## config.mk

```make
export PLATFORM = sky130hd
export DESIGN_NAME = centered_binomial_sampler
export DESIGN_NICKNAME = d
export VERILOG_FILES = /design/src/rtl/core/cbs_pkg.sv /design/src/rtl/core/cbs_sampler.sv /design/src/rtl/core/centered_binomial_sampler.sv
export SDC_FILE = /design/constraint.sdc
export NUM_CORES = 1
export LEC_CHECK = 0
export BUFFER_PORTS_ARGS = -buffer_cell sky130_fd_sc_hd__buf_2
export CAP_MARGIN = 30
export CORE_ASPECT_RATIO = 2
export CORE_MARGIN = 4
export CORE_UTILIZATION = 40
export CTS_CLUSTER_SIZE = 24
export DETAILED_ROUTE_END_ITERATION = 16
export GPL_ROUTABILITY_DRIVEN = 0
export HOLD_SLACK_MARGIN = 0.02
export SLEW_MARGIN = 20
export SYNTH_ARGS = -nofsm -noshare
export SYNTH_HDL_FRONTEND = slang
export SYNTH_HIERARCHICAL = 1
export SYNTH_SLANG_ARGS = --single-unit
export TNS_END_PERCENT = 100
```

## constraint.sdc

```tcl
create_clock -name aclk -period 2.1 [get_ports aclk]
set_clock_uncertainty 0.15 [all_clocks]
set_input_delay 0.42 -clock aclk [delete_from_list [all_inputs] [get_ports aclk]]
set_output_delay 0.42 -clock aclk [all_outputs]
set_load 0.02 [all_outputs]
```

## src/rtl/core/cbs_pkg.sv

```systemverilog
package cbs_pkg;

    localparam int unsigned POLY_LENGTH = 256;
    localparam int unsigned POS_W       = $clog2(POLY_LENGTH);

    localparam int unsigned WORD_W     = 32;
    localparam int unsigned ETA_W      = 2;
    localparam int unsigned COEFF_W    = 3;
    localparam int unsigned NUM_COEFFS = 8;
    localparam int unsigned COUNT_W    = 4;
    localparam int unsigned INDEX_W    = 8;

    localparam int unsigned SUM_W = ((POS_W > COUNT_W) ? POS_W : COUNT_W) + 1;

    localparam int unsigned M_PAYLOAD_W = NUM_COEFFS * COEFF_W + COUNT_W + INDEX_W;
    localparam int unsigned M_TDATA_W   = ((M_PAYLOAD_W + 7) / 8) * 8;

    localparam logic [ETA_W-1:0] ETA_2 = 2'd2;
    localparam logic [ETA_W-1:0] ETA_3 = 2'd3;

    localparam logic [WORD_W-1:0] PAIR_MASK   = 32'h5555_5555;
    localparam logic [WORD_W-1:0] TRIPLE_MASK = 32'h0024_9249;
    localparam logic [WORD_W-1:0] LOW24_MASK  = 32'h00FF_FFFF;

    localparam logic [COUNT_W-1:0] COUNT_ETA2 = 4'd8;
    localparam logic [COUNT_W-1:0] COUNT_ETA3 = 4'd4;

    typedef struct packed {
        logic [COUNT_W-1:0]                   count;
        logic [NUM_COEFFS-1:0][COEFF_W-1:0]  coeff;
    } coeff_set_t;

endpackage

```

## src/rtl/core/cbs_sampler.sv

```systemverilog
module cbs_sampler (
    input  logic [cbs_pkg::WORD_W-1:0] word,
    input  logic [cbs_pkg::ETA_W-1:0]  eta,
    output cbs_pkg::coeff_set_t        result
);

    logic [cbs_pkg::WORD_W-1:0] t3;
    logic [cbs_pkg::WORD_W-1:0] d2;
    logic [cbs_pkg::WORD_W-1:0] d3;

    always_comb begin
        logic [cbs_pkg::COEFF_W-1:0] a;
        logic [cbs_pkg::COEFF_W-1:0] b;
        t3 = word & cbs_pkg::LOW24_MASK;
        d2 = (word & cbs_pkg::PAIR_MASK) + ((word >> 1) & cbs_pkg::PAIR_MASK);
        d3 = (t3 & cbs_pkg::TRIPLE_MASK) + ((t3 >> 1) & cbs_pkg::TRIPLE_MASK)
           + ((t3 >> 2) & cbs_pkg::TRIPLE_MASK);
        result = '0;
        a = '0;
        b = '0;
        if (eta == cbs_pkg::ETA_3) begin
            for (int j = 0; j < 4; j++) begin
                a = d3[6*j +: 3];
                b = d3[6*j+3 +: 3];
                result.coeff[j] = a - b;
            end
            result.count = cbs_pkg::COUNT_ETA3;
        end else begin
            for (int j = 0; j < 8; j++) begin
                a = {1'b0, d2[4*j +: 2]};
                b = {1'b0, d2[4*j+1 +: 2]};
                result.coeff[j] = a - b;
            end
            result.count = cbs_pkg::COUNT_ETA2;
        end
    end

endmodule

```

## src/rtl/core/centered_binomial_sampler.sv

```systemverilog
// Centered binomial sampler: each 32-bit random word taken on the slave side
// yields one request on the master side with eight coefficients (eta not 3)
// or four (eta 3, low 24 bits only, upper coefficients zero), the polynomial
// index of the first one, and tlast on the request completing a polynomial.
// One word is taken every cycle unless the master side stalls; each word goes
// through the input register, then the result register, with the sampling
// logic and the position counter update between. Write eta only while idle.
module centered_binomial_sampler (
    input  logic                            aclk,
    input  logic                            aresetn,
    input  logic                            cfg_wr_en,
    input  logic [cbs_pkg::ETA_W-1:0]       cfg_wr_data,   // eta
    input  logic                            s_tvalid,
    output logic                            s_tready,
    input  logic [cbs_pkg::WORD_W-1:0]      s_tdata,       // random_word
    output logic                            m_tvalid,
    input  logic                            m_tready,
    // coeff_0..coeff_7 (3 bits each), coeff_count, first_index, zero pad
    output logic [cbs_pkg::M_TDATA_W-1:0]   m_tdata,
    output logic                            m_tlast        // poly_done
);

    logic [cbs_pkg::ETA_W-1:0]   eta_reg;
    logic                        in_valid_reg;
    logic [cbs_pkg::WORD_W-1:0]  in_word_reg;
    logic                        out_valid_reg;
    cbs_pkg::coeff_set_t         set_reg;
    logic [cbs_pkg::INDEX_W-1:0] index_reg;
    logic                        last_reg;
    logic [cbs_pkg::POS_W-1:0]   pos_reg;
    logic [cbs_pkg::POS_W-1:0]   pos_next;
    logic [cbs_pkg::SUM_W-1:0]   pos_sum;
    logic                        wrap;
    logic                        advance;
    cbs_pkg::coeff_set_t         set_next;

    cbs_sampler u_sampler (
        .word   (in_word_reg),
        .eta    (eta_reg),
        .result (set_next)
    );

    assign advance  = in_valid_reg && (!out_valid_reg || m_tready);
    assign s_tready = !in_valid_reg || advance;

    assign pos_sum  = cbs_pkg::SUM_W'(pos_reg) + cbs_pkg::SUM_W'(set_next.count);
    assign wrap     = pos_sum >= cbs_pkg::SUM_W'(cbs_pkg::POLY_LENGTH);
    assign pos_next = wrap ? '0 : cbs_pkg::POS_W'(pos_sum);

    always_ff @(posedge aclk) begin
        if (!aresetn) begin
            eta_reg       <= cbs_pkg::ETA_2;
            in_valid_reg  <= 1'b0;
            out_valid_reg <= 1'b0;
            pos_reg       <= '0;
        end else begin
            if (cfg_wr_en) begin
                eta_reg <= cfg_wr_data;
            end
            if (s_tready) begin
                in_valid_reg <= s_tvalid;
            end
            if (advance) begin
                out_valid_reg <= 1'b1;
                pos_reg       <= pos_next;
            end else if (m_tready) begin
                out_valid_reg <= 1'b0;
            end
        end
    end

    always_ff @(posedge aclk) begin
        if (s_tready && s_tvalid) begin
            in_word_reg <= s_tdata;
        end
        if (advance) begin
            set_reg   <= set_next;
            index_reg <= cbs_pkg::INDEX_W'(pos_reg);
            last_reg  <= wrap;
        end
    end

    assign m_tvalid = out_valid_reg;
    assign m_tdata  = cbs_pkg::M_TDATA_W'({index_reg, set_reg});
    assign m_tlast  = last_reg;

endmodule

```

==> results.yml, run 1 <==
power:
  swShare_pct: 23.9
  p_per_area_nw_per_um2: 805
  power_frac_seq_pct: 47.8
  peakVddDrop_mv: 0.436
  clockPowerShare_pct: 37.6
  leakage_nw: 2.14
  switching_power_uw: 956
  combPwrFrac_pct: 14.6
  internal_power_mw: 3.04
grt:
  grt_start_max_net_pins: 33
  grt_pass1_vias: 2458
  overflow: 0
  grt_first_pass_wirelength_mm: 11.4
  antenna_found_initial: 0
  grt_use_total_pct: 13.2
final_layout:
  final_nets: 481
  syn_to_final_growth_pct: 26.4
  largest_register_ffs: 32
  seq_area_um2: 2310
  n_antenna_cell: 0
  multi_input_area_um2: 1420
  post-route-util_pct: 51.2
  drive_gt1_share_pct: 36.7
  instances_no_fill: 530
  nFillCells: 912
timing:
  slew_violations: 0
  period_minus_slack_ps: 2280
  setup_viol: 5
  fin_crit_sh_pct: 108
  rsz0062_at_grt: "true"
  fin_ws_ps: -176
  clock.fmax_ghz: 0.439
  hold_viol_final: 0
  setup-tns-final_ps: -468
route:
  drc: 0
  drtIter0Drc: 91
  wire_per_inst_um: 13.1
  drtPass1Iterations: 4
  ant_nets: 0
  vias: 2354
  routed_wl_mm: 6.96
  avgViaCountPerCell: 4.44
place:
  dpl.cell_count: 511
  hpwl_mm: 5.37
  io_buffers: 77
clock_network:
  clk_latency_ps: 330
  cts_tree: "done"
  cts.clk_slew.worst_paths_ps: 60
  cts_sinks: 81
  cts_max_path_buffers: 2
  cts_root_buffer: "clkbuf_16"
  cts_max_level: 3
  cts_buffers: 9
synth:
  synth_area_leader_cell: "edfxtp_1"
  syn_avg_cell_area_um2: 14.1
  ys_ff_latch: 81
  synthDominantCellAreaShare_pct: 52.7
  synth-seq-area-share_pct: 58.8
  synth_area_um2: 3930
  async_reset_ff_share_pct: 0
  synthFlopType: "edfxtp_1"
  synthCells: 279
  synth_warnings: 6
  synth-edff-count: 69
  synth_cell_types: 39
  synthTopCellsByArea: "edfxtp_1 53%, ha_1 11%, fa_1 7.6%, dfxtp_1 6.1%, inv_1 3.9%"
worst_setup_path:
  crit_chain: "fa_1 > inv_1 > ha_2 > inv_2 > fa_1 > mux2_4"
  worstSetupPathType: "reg -> reg"
  required_ps: 2030
  path_max_fanout: 2
  worst_path_largest_cell_delay_ps: 550
  worstSetupStartpointType: "register"
  crit_top_cell: "fa_1"
  crit_arrival_ps: 2210
  r2r_cells: 6
  endpoint_kind: "register"
  slowest_stage: "fa_1"
floorplanning:
  initial_utilization_pct: 40.5
  rows: 51
  die_y_um: 148
  die_x_um: 78.1
  floorplan.core_area_um2: 9700
  ioPinCount: 82
  die_area_um2: 11600
run_status:
  status: "finished with violations"
  violations: "negative setup slack"
hold_path:
  holdPathStages: 1
  hp-class: "in -> reg"
run:
  drv_cap: 0
-- worst max-delay path: cells and delay by family (launching register included) --
| family | cells | cell delay, ps |
|---|---|---|
| muxes | 1 | 260 |
| adders and majority gates | 3 | 1110 |
| DFF | 1 | 420 |
| buffers and inverters | 2 | 80 |
-- power groups by stage --
stage                     Clock, mW  Combinational (mW)  Sequential (mW)
after global routing           1.62               0.671             1.92
after CTS                      1.55               0.588             1.91
after detailed placement          0               0.583             1.95
final                          1.50               0.583             1.91
after global placement            0               0.569             1.94
after floorplan                   0               0.324             2.01
-- layout by cell type, fill, tap and decap left out, types with 3 or more instances in the layout --
master and n:
a211oi_1 3, a21oi_1 12, and2_1 5, buf_2 77, buf_4 31, clkbuf_16 9
clkinvlp_4 3, conb_1 6, dfxtp_1 12, edfxtp_1 69, fa_1 13, ha_1 31
ha_2 3, inv_1 37, inv_2 3, mux2_4 3, mux2i_1 6, nand2_1 15
nor2_1 11, nor2b_1 3, nor3_2 4, xnor2_1 6
-- final cells by class --
| class | count | area share, % |
|---|---|---|
| Sequential cell | 81 | 46.5 |
| Multi-Input combinational cell | 151 | 28.6 |
| Timing Repair Buffer | 108 | 12.4 |
| Clock buffer | 10 | 4.61 |
| Tap cell | 132 | 3.32 |
| Inverter | 42 | 3.30 |
| Clock inverter | 6 | 1.18 |
-- synth_stat cells, types with 4 or more instances --
cell type  instances
inv_1             41
buf_4              7
xnor2_1            6
ha_1              34
a21oi_1           12
nor3_2             4
nand2_1           15
fa_1              15
and2_1             5
nor2_1            11
edfxtp_1          69
dfxtp_1           12
mux2i_1            6
-- final timing paths --
path,start,to,slack [ps]
max,in_word_reg[20],m_tdata[10],-180
min,s_tdata[25],in_word_reg[25],110
max reg2reg,in_word_reg[20],m_tdata[10],-180
min reg2reg,pos_reg[0],index_reg[0],330
-- through the flow --
step           instance area (um^2)  power [mW]  worst slack (ps)  hold slack, ps
2_1_floorplan                  3960        2.33              -137             287
3_5_place_dp                   4640        2.53              -208             325
6_report                       4970        4.00              -176             110
5_1_grt                        4970        4.22              -237            93.6
4_1_cts                        4930        4.05              -187            96.4
3_3_place_gp                   4640        2.51              -173             304
-- layer usage --
metal	vias up	part of all wire, %	wire, um	GRT usage, %
met5	-	0	0	0
met3	16	4.0	276	2.97
met4	0	3.0	212	7.44
met1	1118	34	2370	12.4
met2	53	59	4100	25.2
li1	1167	-	-	-
-- logic make-up after synthesis --
| logic type | share of synthesized area [%] |
|---|---|
| DFF | 58.8 |
| muxes | 2.58 |
| and+or+nand+nor | 6.78 |
| xor gates and xnor gates | 1.56 |
| buffers and inverters | 6.30 |
| AOI/OAI and AO/OA | 5.28 |
| other | 0.191 |
| adders and majority gates | 18.5 |
-- what timing repair did --
| item | CTS | global route |
|---|---|---|
| hold buffers | 0 | 0 |
| buffers inserted | 0 | 3 |
| endpoints found under the setup margin | 6 | 8 |
| resized for setup | 1 | 5 |
| pin swaps | 2 | 0 |
No activity file was read; power rests on OpenSTA's default activity.
==> run 2: changes to the inputs <==
--- a/config.mk
+++ b/config.mk
@@ -9,11 +9,12 @@
 export CAP_MARGIN = 30
 export CORE_ASPECT_RATIO = 2
 export CORE_MARGIN = 4
-export CORE_UTILIZATION = 40
+export CORE_UTILIZATION = 45
 export CTS_CLUSTER_SIZE = 24
 export DETAILED_ROUTE_END_ITERATION = 16
 export GPL_ROUTABILITY_DRIVEN = 0
 export HOLD_SLACK_MARGIN = 0.02
+export PLACE_DENSITY = 0.7
 export SLEW_MARGIN = 20
 export SYNTH_ARGS = -nofsm -noshare
 export SYNTH_HDL_FRONTEND = slang
==> run 2 against run 1 <==
Net effect: the run still ends with negative setup slack left; cell area shrank 0.50%; total power grew 3.7%; worst setup slack lost 8.9 ps; critical endpoint unchanged; largest power group unchanged.
==> results.yml, run 2 (synthesis results as in run 1) <==
clock_network:
  cts_max_level: 3
  clk_latency_ps: 330
  cts_hold_buf: 0
  cts_tree: "done"
  cts.clk_slew.worst_paths_ps: 60
  cts_max_path_buffers: 2
  cts_sinks: 81
  cts_root_buffer: "clkbuf_16"
  cts_buffers: 9
route:
  drtIter0Drc: 69
  wire_per_inst_um: 14.2
  ant_nets: 0
  routed_wl_mm: 7.04
  drc: 0
  avgViaCountPerCell: 4.77
  drtPass1Iterations: 4
  vias: 2367
floorplanning:
  floorplan.core_area_um2: 8590
  rows: 48
  ioPinCount: 82
  die_y_um: 140
  die_x_um: 74.1
  die_area_um2: 10400
  initial_utilization_pct: 45.8
power:
  swShare_pct: 23.5
  power_frac_seq_pct: 46.1
  combPwrFrac_pct: 14.0
  peakVddDrop_mv: 0.542
  p_per_area_nw_per_um2: 839
  internal_power_mw: 3.17
  switching_power_uw: 976
  leakage_nw: 2.15
  clockPowerShare_pct: 39.9
grt:
  overflow: 0
  use_met2_pct: 25.7
  grt_pass1_vias: 2534
  antenna_found_initial: 0
  grt_use_total_pct: 15.0
  grt_first_pass_wirelength_mm: 11.5
  grt_start_max_net_pins: 41
  top_usage_layer: "met2"
  use_met1_pct: 15.2
  use_met3_pct: 4.17
place:
  hpwl_mm: 5.27
  io_buffers: 77
  dpl.cell_count: 477
  post-place-ws_ps: -203
timing:
  period_minus_slack_ps: 2280
  rsz0062_at_grt: "true"
  setup_viol: 5
  setup-tns-final_ps: -515
  hold_viol_final: 0
  fin_crit_sh_pct: 109
  slew_headroom_pct: 66.0
  fin_ws_ps: -185
  whs_ps: 109
  slew_violations: 0
  tightest_slew_ps: 507
  clock.fmax_ghz: 0.438
final_layout:
  n_antenna_cell: 0
  final_nets: 479
  nFillCells: 690
  final_cell_mix: "77 x buf_2, 69 x edfxtp_1, 36 x inv_1"
  layout_commonest_cell: "buf_2"
  drive_gt1_share_pct: 36.6
  largest_register_ffs: 32
  instances_no_fill: 496
  syn_to_final_growth_pct: 25.8
hold_path:
  holdPathStages: 1
  hp-class: "in -> reg"
run_status:
  violations: "negative setup slack"
  status: "finished with violations"
worst_setup_path:
  crit_arrival_ps: 2220
  crit_buf_inv: 2
  worstSetupPathType: "reg -> reg"
  crit_chain: "fa_1 > inv_1 > ha_2 > inv_2 > fa_1 > mux2_4"
  crit_top_cell: "fa_1"
  worst_path_largest_cell_delay_ps: 550
  critPathTopFamily: "adder cells"
  r2r_cells: 6
  endpoint_kind: "register"
  slowest_stage: "fa_1"
  path_max_fanout: 2
  required_ps: 2040
  worstSetupStartpointType: "register"
  worstSetupPathDepth: 6
run:
  drv_cap: 0
[run 2: cell type report]
cell class | count | area, um^2 | share of cell area (%)
well taps | 100 | 125 | 2.53
inverters | 42 | 164 | 3.32
multi-input cells | 151 | 1410 | 28.5
clock inverters | 7 | 93.8 | 1.90
clock buffers | 9 | 225 | 4.56
repair buffers | 106 | 616 | 12.5
flip-flops and latches | 81 | 2310 | 46.8
[run 2: per-stage QoR]
step | instance area, um^2 | power [mW] | utilization [%]
global route | 4940 | 4.35 | 57.5
floorplan | 3960 | 2.33 | -
detailed placement | 4590 | 2.53 | 53.5
finish | 4940 | 4.15 | 57.5
global placement | 4590 | 2.50 | 53.5
CTS | 4920 | 4.19 | 57.3
[run 2: final timing paths]
kind,start,to,slack (ps)
setup / recovery,in_word_reg[20],m_tdata[10],-180
hold / removal,s_tdata[28],in_word_reg[28],110
setup reg to reg,in_word_reg[20],m_tdata[10],-180
hold reg to reg,pos_reg[0],index_reg[0],330
[run 2: repair_timing]
action	in CTS	in global routing
buffers inserted	1	2
setup endpoints to repair	6	6
resized for setup	1	4
pin swaps	5	2
[run 2: worst reg2reg max path: cells and delay by family, from the launching register on]
family	cells	cell delay, ps
fa+ha+maj	3	1120
buf+inv	2	100
flops	1	420
mux	1	260
[run 2: per-layer routing]
layer / routed length (um) / part of all wire, %
met4: 304 / 4.3
met3: 413 / 5.9
met2: 3930 / 56
met1: 2390 / 34
met5: 0 / 0
[run 2: power by group through the flow]
stage	logic, mW	clock network (mW)	registers, mW
final	0.581	1.65	1.91
after global routing	0.663	1.76	1.92
after CTS	0.586	1.69	1.91
after detailed placement	0.581	0	1.95
after global placement	0.559	0	1.94
after floorplan	0.324	0	2.01
==> run 3: changes to the inputs <==
--- a/config.mk
+++ b/config.mk
@@ -7,15 +7,17 @@
 export LEC_CHECK = 0
 export BUFFER_PORTS_ARGS = -buffer_cell sky130_fd_sc_hd__buf_2
 export CAP_MARGIN = 30
+export CELL_PAD_IN_SITES_DETAIL_PLACEMENT = 0
+export CELL_PAD_IN_SITES_GLOBAL_PLACEMENT = 1
 export CORE_ASPECT_RATIO = 2
 export CORE_MARGIN = 4
-export CORE_UTILIZATION = 45
+export CORE_UTILIZATION = 40
 export CTS_CLUSTER_SIZE = 24
 export DETAILED_ROUTE_END_ITERATION = 16
 export GPL_ROUTABILITY_DRIVEN = 0
 export HOLD_SLACK_MARGIN = 0.02
-export PLACE_DENSITY = 0.7
-export SLEW_MARGIN = 20
+export PLACE_DENSITY_LB_ADDON = 0.1
+export SLEW_MARGIN = 10
 export SYNTH_ARGS = -nofsm -noshare
 export SYNTH_HDL_FRONTEND = slang
 export SYNTH_HIERARCHICAL = 1
==> run 3 against run 2 <==
Net effect: the flow still finishes with violations (negative setup slack); first-iteration DRC count fell by 22%; cell count up 7.1%; flip-flop and latch count stayed put; fmax is 0.84% higher; largest power group unchanged; highest routed layer unchanged.
==> results.yml, run 3 (synthesis results as in run 1) <==
run_status:
  status: "finished with violations"
  violations: "negative setup slack"
place:
  post-place-ws_ps: -195
  hpwl_mm: 5.51
  dpl.cell_count: 512
  io_buffers: 77
route:
  routed_wl_mm: 7.25
  drtPass1Iterations: 4
  vias: 2364
  drtIter0Drc: 54
  ant_nets: 0
  avgViaCountPerCell: 4.45
  drc: 0
  wire_per_inst_um: 13.7
power:
  p_per_area_nw_per_um2: 791
  peakVddDrop_mv: 0.534
  combPwrFrac_pct: 15.1
  internal_power_mw: 2.97
  swShare_pct: 24.2
  power_frac_seq_pct: 48.8
  clockPowerShare_pct: 36.1
  leakage_nw: 2.14
  fin_total_pwr_mw: 3.92
  switching_power_uw: 950
worst_setup_path:
  path_max_fanout: 2
  cp-startpoint: "in_word_reg[21]"
  r2r_cells: 7
  worstSetupPathType: "reg -> reg"
  slowest_stage: "fa_1"
  r2r-end: "m_tdata[10]"
  crit_buf_inv: 3
  reg2reg_slack_ps: -170
  critPathTopFamily: "adder cells"
  r2r-start: "in_word_reg[21]"
  worstSetupStartpointType: "register"
  crit_chain: "inv_2 > fa_1 > inv_1 > ha_2 > inv_2 > fa_1 > mux2_4"
  endpoint_kind: "register"
  crit_arrival_ps: 2200
  required_ps: 2040
  worst_path_largest_cell_delay_ps: 540
final_layout:
  seq_area_um2: 2310
  drive_gt1_share_pct: 36.3
  largest_register_ffs: 32
  post-route-util_pct: 51.1
  nFillCells: 911
  n_antenna_cell: 0
  syn_to_final_growth_pct: 26.0
  layout_commonest_cell: "buf_2"
  instances_no_fill: 531
  final_nets: 482
  multi_input_area_um2: 1410
  final_cell_mix: "77 x buf_2, 69 x edfxtp_1, 37 x inv_1"
hold_path:
  holdPathStages: 1
  hp-class: "in -> reg"
  holdCritStartpoint: "s_tdata[26]"
  min_to: "in_word_reg[26]"
timing:
  whs_ps: 105
  period_minus_slack_ps: 2270
  fin_crit_sh_pct: 108
  rsz0062_at_grt: "true"
  slew_headroom_pct: 61.9
  clock.fmax_ghz: 0.441
  setup_viol: 6
  tightest_slew_ps: 567
  hold_viol_final: 0
  fin_ws_ps: -166
  slew_violations: 0
floorplanning:
  floorplan.core_area_um2: 9700
  ioPinCount: 82
  rows: 51
  die_y_um: 148
  die_area_um2: 11600
  die_x_um: 78.1
  initial_utilization_pct: 40.5
clock_network:
  cts_max_path_buffers: 2
  cts_max_level: 3
  cts_sinks: 81
  cts_buffers: 9
  cts_tree: "done"
  cts_root_buffer: "clkbuf_16"
  cts.clk_slew.worst_paths_ps: 60
  clk_latency_ps: 340
grt:
  grt_use_total_pct: 13.5
  grt_start_max_net_pins: 33
  grt_pass1_vias: 2511
  grt_first_pass_wirelength_mm: 11.5
  antenna_found_initial: 0
  overflow: 0
run:
  drv_cap: 0
## run 3: changes by cell type in the layout (fill, tap and decap cells not counted), sizes merged
cell | previous run | this run
bufinv | 2 | 0
inv | 42 | 41
clkinv | 3 | 2
clkbuf | 9 | 13
buf | 106 | 109
## run 3: layout make-up
class / instances / area share, %
tap: 132 / 3.33
inverter: 42 / 3.31
clock buffer: 13 / 5.05
multi-input combinational: 151 / 28.4
sequential: 81 / 46.7
clock inverter: 3 / 0.354
timing repair buffer: 109 / 12.9
## run 3: how the worst max path moves through the flow
stage                  end  slack (ps)  cells past startpoint
2_1_floorplan  m_tdata[10]        -140                      6
3_3_place_gp   m_tdata[10]        -170                      7
3_5_place_dp   m_tdata[10]        -190                      6
4_1_cts        m_tdata[10]        -180                      7
5_1_grt        m_tdata[10]        -210                      6
6_report       m_tdata[10]        -170                      7
## run 3: per-layer routing
metal	GRT usage (%)	vias up	routed length, um
met5	0	-	0
met4	8.67	0	243
met3	3.45	14	354
met2	26.5	55	4260
met1	11.5	1130	2390
li1	-	1165	-
## run 3: metrics by stage
stage,area (um^2),TNS [ps]
after floorplan,3960,-261
after global placement,4660,-410
after detailed placement,4660,-568
after CTS,4950,-534
after global routing,4950,-856
final,4950,-486
## run 3: timing repair
action / CTS / global route
setup endpoints to repair: 6 / 6
resized for setup: 3 / 1
pin swaps: 6 / 2
buffers inserted: 2 / 1
hold buffers: 0 / 0
gates cloned: 0 / 0
## run 3: power by group through the flow
stage | combinational (mW) | clock (mW) | sequential, mW
after floorplan | 0.324 | 0 | 2.01
after global placement | 0.584 | 0 | 1.94
after detailed placement | 0.598 | 0 | 1.95
after CTS | 0.607 | 1.47 | 1.91
after global routing | 0.671 | 1.53 | 1.92
final | 0.593 | 1.41 | 1.91
